==> config.mk <==
export PLATFORM = sky130hd
export DESIGN_NAME = swap_slot_manager
export DESIGN_NICKNAME = d
export VERILOG_FILES = /design/src/rtl/ssm_pkg.sv /design/src/rtl/ssm_ctrl.sv /design/src/rtl/ssm_dp.sv /design/src/rtl/swap_slot_manager.sv
export SDC_FILE = /design/constraint.sdc
export NUM_CORES = 2
export LEC_CHECK = 0
export ABC_AREA = 1
export BUFFER_PORTS_ARGS = -buffer_cell sky130_fd_sc_hd__buf_2
export CAP_MARGIN = 30
export CORE_MARGIN = 2
export CORE_UTILIZATION = 30
export DETAILED_ROUTE_END_ITERATION = 16
export GPL_TIMING_DRIVEN = 1
export PLACE_DENSITY_LB_ADDON = 0.08
export SLEW_MARGIN = 25
export SYNTH_ARGS = -nofsm -noshare
export SYNTH_HDL_FRONTEND = slang
export SYNTH_SLANG_ARGS = --single-unit
==> constraint.sdc <==
create_clock -name i_clk -period 7.1 [get_ports i_clk]
set_input_delay 1.42 -clock i_clk [delete_from_list [all_inputs] [get_ports i_clk]]
set_output_delay 1.42 -clock i_clk [all_outputs]
set_load 0.02 [all_outputs]
==> src/rtl/ssm_pkg.sv <==
// types, constants and codes shared by the swap slot manager
// no dependencies
package ssm_pkg;

    localparam int SLOTS_DEF = 256;
    localparam int BLOCKS_PER_SLOT_DEF = 8;

    localparam int PTE_W = 32;
    localparam int BLOCK_W = 20;
    localparam int FLAG_W = 12;
    localparam int IDX_W = 8;
    localparam int CFG_IDX_W = 1;
    localparam int CFG_DATA_W = 20;

    localparam logic [BLOCK_W-1:0] AREA_BASE_RST = 20'd2;
    localparam logic [FLAG_W-1:0] SWAPPED_MARK_RST = 12'd512;

    localparam logic [CFG_IDX_W-1:0] CFG_AREA_BASE = 1'd0;
    localparam logic [CFG_IDX_W-1:0] CFG_SWAPPED_MARK = 1'd1;

    typedef enum logic [1:0] {
        MODE_SWAP_OUT = 2'd0,
        MODE_SWAP_IN = 2'd1,
        MODE_RELEASE = 2'd2,
        MODE_FREE_ALL = 2'd3
    } t_mode;

    typedef enum logic [1:0] {
        ST_OK = 2'd0,
        ST_NO_SLOT = 2'd1,
        ST_OUT_OF_AREA = 2'd2
    } t_status;

    typedef struct packed {
        t_mode mode;
        logic [PTE_W-1:0] pte_value;
        logic [PTE_W-1:0] frame_address;
        logic [IDX_W-1:0] slot_index;
    } t_in;

    typedef struct packed {
        logic [PTE_W-1:0] new_pte;
        logic [IDX_W-1:0] slot_used;
        logic [BLOCK_W-1:0] start_block;
        t_status status;
    } t_out;

    typedef enum logic [1:0] {
        S_IDLE = 2'd0,
        S_FIND = 2'd1,
        S_PICK = 2'd2,
        S_EXEC = 2'd3
    } t_state;

    typedef struct packed {
        logic load;
        logic find;
        logic pick;
        logic exec;
    } t_cmd;

endpackage

==> src/rtl/ssm_ctrl.sv <==
// sequencer of the swap slot manager: steps one word through find, pick, exec
// depends on ssm_pkg
module ssm_ctrl
    import ssm_pkg::*;
(
    input  logic i_clk,
    input  logic i_rst_n,
    input  logic i_start,
    output logic o_busy,
    output t_cmd o_cmd
);

    t_state r_state;
    t_state n_state;

    always_ff @(posedge i_clk) begin
        if (!i_rst_n) begin
            r_state <= S_IDLE;
        end else begin
            r_state <= n_state;
        end
    end

    always_comb begin
        n_state = r_state;
        o_cmd = '0;
        case (r_state)
            S_IDLE: begin
                if (i_start) begin
                    o_cmd.load = 1'b1;
                    n_state = S_FIND;
                end
            end
            S_FIND: begin
                o_cmd.find = 1'b1;
                n_state = S_PICK;
            end
            S_PICK: begin
                o_cmd.pick = 1'b1;
                n_state = S_EXEC;
            end
            S_EXEC: begin
                o_cmd.exec = 1'b1;
                n_state = S_IDLE;
            end
            default: begin
                n_state = S_IDLE;
            end
        endcase
    end

    assign o_busy = (r_state != S_IDLE);

endmodule

==> src/rtl/ssm_dp.sv <==
// datapath of the swap slot manager: free bitmap, saved flag memory,
// two-level first-fit search, block to slot division and result register
// depends on ssm_pkg
module ssm_dp
    import ssm_pkg::*;
#(
    parameter int SLOTS = SLOTS_DEF,
    parameter int BLOCKS_PER_SLOT = BLOCKS_PER_SLOT_DEF
) (
    input  logic                  i_clk,
    input  logic                  i_rst_n,
    input  t_cmd                  i_cmd,
    input  t_in                   i_item,
    input  logic                  i_cfg_we,
    input  logic [CFG_IDX_W-1:0]  i_cfg_idx,
    input  logic [CFG_DATA_W-1:0] i_cfg_data,
    output t_out                  o_result,
    output logic                  o_done
);

    localparam int SW = ($clog2(SLOTS) < 2) ? 2 : $clog2(SLOTS);
    localparam int LW = SW / 2;
    localparam int HW = SW - LW;
    localparam int NG = 2 ** HW;
    localparam int GW = 2 ** LW;
    localparam int NP = 2 ** SW;
    localparam int SPAN = SLOTS * BLOCKS_PER_SLOT;
    localparam int DIV_L = $clog2(BLOCKS_PER_SLOT);
    localparam int DIV_K = BLOCK_W + DIV_L;
    localparam longint DIV_M = ((64'd1 << DIV_K) / BLOCKS_PER_SLOT) + 1;
    localparam int PW = BLOCK_W + DIV_K + 1;
    localparam logic [NP-1:0] FREE_INIT = {NP{1'b1}} >> (NP - SLOTS);

    logic [BLOCK_W-1:0] r_area_base;
    logic [FLAG_W-1:0]  r_mark;
    logic [NP-1:0]      r_free;
    t_in                r_item;
    logic [BLOCK_W-1:0] r_diff;
    logic               r_ge;
    logic [HW-1:0]      r_grp;
    logic               r_found;
    logic               r_inrange;
    logic [SW-1:0]      r_slot;
    logic [FLAG_W-1:0]  r_rdata;
    logic [FLAG_W-1:0]  r_flags [SLOTS];
    t_out               r_out;
    t_out               n_out;
    logic               r_done;

    logic [NG-1:0]      grp_any;
    logic [HW-1:0]      grp_sel;
    logic [GW-1:0]      lo_bits;
    logic [LW-1:0]      lo_sel;
    logic [BLOCK_W-1:0] blk_in;
    logic [PW-1:0]      prod;
    logic [SW-1:0]      quot;
    logic [BLOCK_W-1:0] ofs;
    logic [BLOCK_W-1:0] st;
    logic [FLAG_W-1:0]  rd_flags;

    // config registers
    always_ff @(posedge i_clk) begin
        if (!i_rst_n) begin
            r_area_base <= AREA_BASE_RST;
            r_mark <= SWAPPED_MARK_RST;
        end else if (i_cfg_we) begin
            case (i_cfg_idx)
                CFG_AREA_BASE: r_area_base <= i_cfg_data[BLOCK_W-1:0];
                CFG_SWAPPED_MARK: r_mark <= i_cfg_data[FLAG_W-1:0];
                default: ;
            endcase
        end
    end

    // first-fit search: group level, then within the chosen group
    always_comb begin
        for (int g = 0; g < NG; g++) begin
            grp_any[g] = |r_free[g*GW +: GW];
        end
        grp_sel = '0;
        for (int g = NG - 1; g >= 0; g--) begin
            if (grp_any[g]) begin
                grp_sel = HW'(g);
            end
        end
        lo_bits = r_free[r_grp*GW +: GW];
        lo_sel = '0;
        for (int b = GW - 1; b >= 0; b--) begin
            if (lo_bits[b]) begin
                lo_sel = LW'(b);
            end
        end
    end

    // block to slot by reciprocal multiply, exact for every 20 bit offset
    assign blk_in = i_item.pte_value[PTE_W-1 -: BLOCK_W];
    assign prod = PW'(r_diff) * PW'(DIV_M);
    assign quot = prod[DIV_K +: SW];

    assign ofs = 20'(r_slot) * 20'(BLOCKS_PER_SLOT);
    assign st = r_area_base + ofs;
    assign rd_flags = r_free[r_slot] ? '0 : r_rdata;

    always_ff @(posedge i_clk) begin
        if (i_cmd.load) begin
            r_item <= i_item;
            r_diff <= blk_in - r_area_base;
            r_ge <= (blk_in >= r_area_base);
        end
        if (i_cmd.find) begin
            r_grp <= grp_sel;
            r_found <= |grp_any;
            case (r_item.mode)
                MODE_SWAP_IN: begin
                    r_slot <= quot;
                    r_inrange <= r_ge && (21'(r_diff) < 21'(SPAN));
                end
                MODE_RELEASE: begin
                    r_slot <= SW'(r_item.slot_index);
                    r_inrange <= (13'(r_item.slot_index) < 13'(SLOTS));
                end
                default: begin
                    r_inrange <= 1'b0;
                end
            endcase
        end
        if (i_cmd.pick && (r_item.mode == MODE_SWAP_OUT)) begin
            r_slot <= {r_grp, lo_sel};
        end
        if (i_cmd.exec) begin
            r_out <= n_out;
        end
    end

    // saved flag memory
    always_ff @(posedge i_clk) begin
        if (i_cmd.exec && (r_item.mode == MODE_SWAP_OUT) && r_found) begin
            r_flags[r_slot] <= r_item.pte_value[FLAG_W-1:0];
        end
        if (i_cmd.pick && (r_item.mode == MODE_SWAP_IN) && r_inrange) begin
            r_rdata <= r_flags[r_slot];
        end
    end

    // free bitmap
    always_ff @(posedge i_clk) begin
        if (!i_rst_n) begin
            r_free <= FREE_INIT;
            r_done <= 1'b0;
        end else begin
            r_done <= i_cmd.exec;
            if (i_cmd.exec) begin
                case (r_item.mode)
                    MODE_SWAP_OUT: begin
                        if (r_found) begin
                            r_free[r_slot] <= 1'b0;
                        end
                    end
                    MODE_SWAP_IN, MODE_RELEASE: begin
                        if (r_inrange) begin
                            r_free[r_slot] <= 1'b1;
                        end
                    end
                    MODE_FREE_ALL: begin
                        r_free <= FREE_INIT;
                    end
                    default: ;
                endcase
            end
        end
    end

    always_comb begin
        n_out = '0;
        n_out.status = ST_OK;
        case (r_item.mode)
            MODE_SWAP_OUT: begin
                if (r_found) begin
                    n_out.new_pte = (({st, {FLAG_W{1'b0}}}
                                     | {{BLOCK_W{1'b0}}, r_item.pte_value[FLAG_W-1:0]})
                                     & ~32'h1) | {{BLOCK_W{1'b0}}, r_mark};
                    n_out.slot_used = 8'(r_slot);
                    n_out.start_block = st;
                end else begin
                    n_out.status = ST_NO_SLOT;
                end
            end
            MODE_SWAP_IN: begin
                if (r_inrange) begin
                    n_out.new_pte = {r_item.frame_address[PTE_W-1 -: BLOCK_W], rd_flags}
                                    | 32'h1;
                    n_out.slot_used = 8'(r_slot);
                    n_out.start_block = r_item.pte_value[PTE_W-1 -: BLOCK_W];
                end else begin
                    n_out.status = ST_OUT_OF_AREA;
                end
            end
            MODE_RELEASE: begin
                if (r_inrange) begin
                    n_out.slot_used = 8'(r_slot);
                    n_out.start_block = st;
                end else begin
                    n_out.status = ST_OUT_OF_AREA;
                end
            end
            default: ;
        endcase
    end

    assign o_result = r_out;
    assign o_done = r_done;

endmodule

==> src/rtl/swap_slot_manager.sv <==
// top level of the swap slot manager: sequencer plus datapath
// depends on ssm_pkg, ssm_ctrl, ssm_dp
//
//   channel   ports                              transfer
//   command   i_start, o_busy, i_item            start high while busy low
//   result    o_done, o_result                   o_done high for one cycle
//   config    i_cfg_we, i_cfg_idx, i_cfg_data    write enable high
//
// a word steps through find (group search or block division), pick
// (slot search or flag memory read), exec (bitmap update, flag write), and
// the result strobe, which overlaps the next accept
// the two-level free slot search and the registered flag memory read set these steps
// reset is synchronous; every slot is free and all saved flags read as zero
// the receiver cannot stall the result
module swap_slot_manager
    import ssm_pkg::*;
#(
    parameter int SLOTS = SLOTS_DEF,
    parameter int BLOCKS_PER_SLOT = BLOCKS_PER_SLOT_DEF
) (
    input  logic                  i_clk,
    input  logic                  i_rst_n,
    input  logic                  i_start,
    output logic                  o_busy,
    input  t_in                   i_item,
    output logic                  o_done,
    output t_out                  o_result,
    input  logic                  i_cfg_we,
    input  logic [CFG_IDX_W-1:0]  i_cfg_idx,
    input  logic [CFG_DATA_W-1:0] i_cfg_data
);

    t_cmd cmd;

    ssm_ctrl u_ctrl (
        .i_clk   (i_clk),
        .i_rst_n (i_rst_n),
        .i_start (i_start),
        .o_busy  (o_busy),
        .o_cmd   (cmd)
    );

    ssm_dp #(
        .SLOTS           (SLOTS),
        .BLOCKS_PER_SLOT (BLOCKS_PER_SLOT)
    ) u_dp (
        .i_clk      (i_clk),
        .i_rst_n    (i_rst_n),
        .i_cmd      (cmd),
        .i_item     (i_item),
        .i_cfg_we   (i_cfg_we),
        .i_cfg_idx  (i_cfg_idx),
        .i_cfg_data (i_cfg_data),
        .o_result   (o_result),
        .o_done     (o_done)
    );

endmodule

==> flow_summary.yaml <==
drt:
  wl_um: 528000
  vias: 91300
  ant_nets: 0
  wire_per_inst_um: 32.1
  viasPerCell: 5.55
  dr.pass1.iters: 8
  topRoutingLayerUsed: "met5"
  wl_met3_um: 32900
  met1_length_um: 240000
  drt_first_iter_violations: 10700
  wl_met2_um: 237000
  drc: 0
logic_synthesis:
  yosysMostFrequentCell: "edfxtp_1"
  synth.avg_cell_area_sq_um: 13.3
  yosysUniqueCellTypes: 57
  synth_top_area_cell: "edfxtp_1"
  ys_seq_elements: 3273
  synth_area_leaders: "edfxtp_1 (68%), a22oi_1 (8.0%), dfxtp_1 (4.4%)"
  synth_common_cells: "edfxtp_1 (2,982), a22oi_1 (1,419), a21oi_1 (1,153)"
  yosysWarningCount: 0
  yosysTopAreaCellShare_pct: 67.6
  synth_edf_count: 2982
  synthCells: 9932
  synth_nets: 10100
  async_flop_share_pct: 0
  yosysSeqAreaShare_pct: 72.0
  ys.flop_type: "edfxtp_1"
  syn_area_sq_um: 133000
cells_and_area:
  fill_cells: 42900
  final_area_sq_um: 155000
  utilization_pct: 35.1
  layout.cells.non_filler: 16400
  fin_nets: 10300
  synthToLayoutAreaGrowth_pct: 16.8
  layout-drive-gt1-share_pct: 13.0
  regArea_sq_um: 95400
  multi_input_area_sq_um: 32600
clock_tree:
  cts_buffer_depth: 4
  clk_pin_slew_ns: 0.06
  post_cts_resized: 0
  cts_setup_buffers: 0
  cts-htree-levels: 5
  cts_sinks: 3273
  numCtsBuffers: 382
  ctsHoldBuffers: 0
  clockRootBuffer: "clkbuf_16"
  clock_latency_ns: 1.02
  cts_tree: "done"
pwr:
  p_int_uw: 36700
  p_leak_uw: 0.0494
  ir_drop_uv: 202
  p_clk_share_pct: 33.9
  p_sw_uw: 19700
  combPwrFrac_pct: 25.9
  swShare_pct: 34.9
  p_per_area_nw_per_um2: 364
  seqPwrFrac_pct: 40.2
outcome:
  outcome: "complete, no violations"
hold_path:
  hold_path_class: "reg2reg"
  hold_path_end: "u_dp.r_mark[6]"
  holdPathStages: 2
  worstHoldStart: "u_dp.r_mark[6]"
sta:
  setup_viol: 0
  maxSlewViolCount: 0
  fmax_mhz: 188
  hold_violations: 0
  worst_pin_slew_ns: 1.18
  post-route-period-util_pct: 74.7
  fin_skew_ns: 0.100
  setup_tns_ns: 0
  finalWorstSetupSlack_ns: 1.79
  rsz0062_at_grt: "no"
  fin_crit_ns: 5.31
  slew_headroom_pct: 21.6
grt:
  grt_use_total_pct: 22.9
  grt_pass1_vias: 87800
  grt_overflow_total: 0
  antenna_found_initial: 25
  grt_first_pass_wirelength_um: 725000
  grt_max_degree: 150
setup_path:
  rrSetupSlack_ns: 1.79
  path_class: "reg2reg"
  critPathRequiredTime_ns: 7.78
  cp.arrival_ns: 5.98
  cp-start-kind: "flip-flop"
  rr_worst_depth: 9
  reg2reg_from: "u_dp.r_slot[1]"
  r2r-end: "u_dp.r_rdata[8]"
  endpoint_kind: "flip-flop"
  cp_max_fo: 47
place:
  dpl_cell_area_sq_um: 143000
  dp_hpwl_um: 332000
  dp_slack_ns: 1.95
  post-place-cells: 15700
  io_buffers: 149
  gp_congestion: 0.947
floorplanning:
  initial_core_util_pct: 30.1
  dieWidth_um: 669
  die_h_um: 669
  die_area_sq_um: 447000
  io-pin-count: 163
  rows: 244
  core_region_area_sq_um: 441000
job:
  cap_violations: 0
[registers in the layout (all words and copies together), names as in the netlist, 8 cells and up]
name	cells
u_dp.r_diff	17
u_dp.r_free	256
u_dp.r_item	61
u_dp.o_result	62
u_dp.r_flags	2816
u_dp.r_rdata	11
u_dp.r_slot	8
u_dp.r_mark	12
u_dp.r_area_base	20
[power by group through the flow]
stage | sequential [uW] | combinational, uW | clock (uW)
2_1_floorplan | 23600 | 6740 | 0
3_3_place_gp | 23100 | 14300 | 0
3_5_place_dp | 23100 | 14500 | 0
4_1_cts | 22700 | 14600 | 19600
5_1_grt | 22700 | 15400 | 20300
6_report | 22700 | 14600 | 19100
[critical path, stage by stage (launching register included)]
cell and delay [ns]:
edfxtp_1 0.67, nand2_4 0.61, inv_8 0.40, buf_4 0.44, a22oi_1 0.24, a21oi_1 0.14, nor4_1 0.82, o22ai_1 0.44
o21ai_0 0.93, nand4_1 0.19
[worst max path at each step]
| stage | from | to | cells past startpoint | slack (ns) |
|---|---|---|---|---|
| floorplan | u_dp.r_item[50] | u_dp.r_flags[0][10] | 0 | 3.04 |
| global placement | u_dp.r_slot[1] | u_dp.r_rdata[6] | 9 | 1.46 |
| detailed placement | u_dp.r_slot[1] | u_dp.r_rdata[8] | 9 | 1.95 |
| CTS | u_dp.r_slot[1] | u_dp.r_rdata[8] | 9 | 1.90 |
| global route | u_dp.r_slot[1] | u_dp.r_rdata[8] | 9 | 1.90 |
| finish | u_dp.r_slot[1] | u_dp.r_rdata[8] | 9 | 1.79 |
[per-layer routing]
metal	global-route usage (%)	vias up
met3	3.42	710
met1	33.1	47600
met2	35.3	3497
met4	7.28	8
li1	-	39500
met5	0	-
[metrics by stage]
stage / power (uW) / hold slack [ns]
finish: 56400 / 0.473
global route: 58400 / 0.510
CTS: 56800 / 0.480
detailed placement: 37600 / 0.467
global placement: 37400 / 0.456
floorplan: 30300 / 0.437
[area by class of cell]
cell class              count  share of cell area, %
clock inverters           234                   1.35
repair buffers            659                   3.45
well taps                5904                   4.77
clock buffers             471                   6.42
diodes                      8                 0.0129
flip-flops and latches   3273                   61.6
multi-input cells        5354                   21.0
inverters                 541                   1.35
[cell families after synthesis]
group / synth area share [%]
XOR/XNOR: 0.172
AND/OR/NAND/NOR: 4.92
buffers and inverters: 4.07
AO/OA/AOI/OAI: 18.5
adder cells (fa/ha/maj): 0.374
flip-flops: 72.0
[cell usage in the layout (no fill, tap or decap), types with 13 or more instances in the layout]
cell type | Yosys | routed
edfxtp_1 | 2982 | 2982
a22oi_1 | 1419 | 1419
a21oi_1 | 1153 | 1153
nand2_1 | 566 | 563
inv_1 | 523 | 516
buf_4 | 8 | 435
nor2_1 | 509 | 420
o211ai_1 | 417 | 417
o21ai_0 | 417 | 416
clkbuf_16 | 0 | 384
dfxtp_1 | 291 | 291
o22ai_1 | 167 | 167
buf_2 | 223 | 158
nand3_1 | 134 | 134
nor4_1 | 170 | 127
o221ai_1 | 112 | 112
clkinv_1 | 7 | 106
clkbuf_1 | 406 | 86
nor2_2 | 8 | 82
clkinv_2 | 0 | 68
nand4_1 | 66 | 66
buf_12 | 0 | 55
nor4_2 | 1 | 41
ha_1 | 38 | 36
bufinv_16 | 0 | 25
xor2_1 | 21 | 21
o21ai_1 | 17 | 18
nor2_4 | 0 | 15
nor3_1 | 15 | 15
clkinvlp_4 | 0 | 13
(Power assumes the default switching activity.)
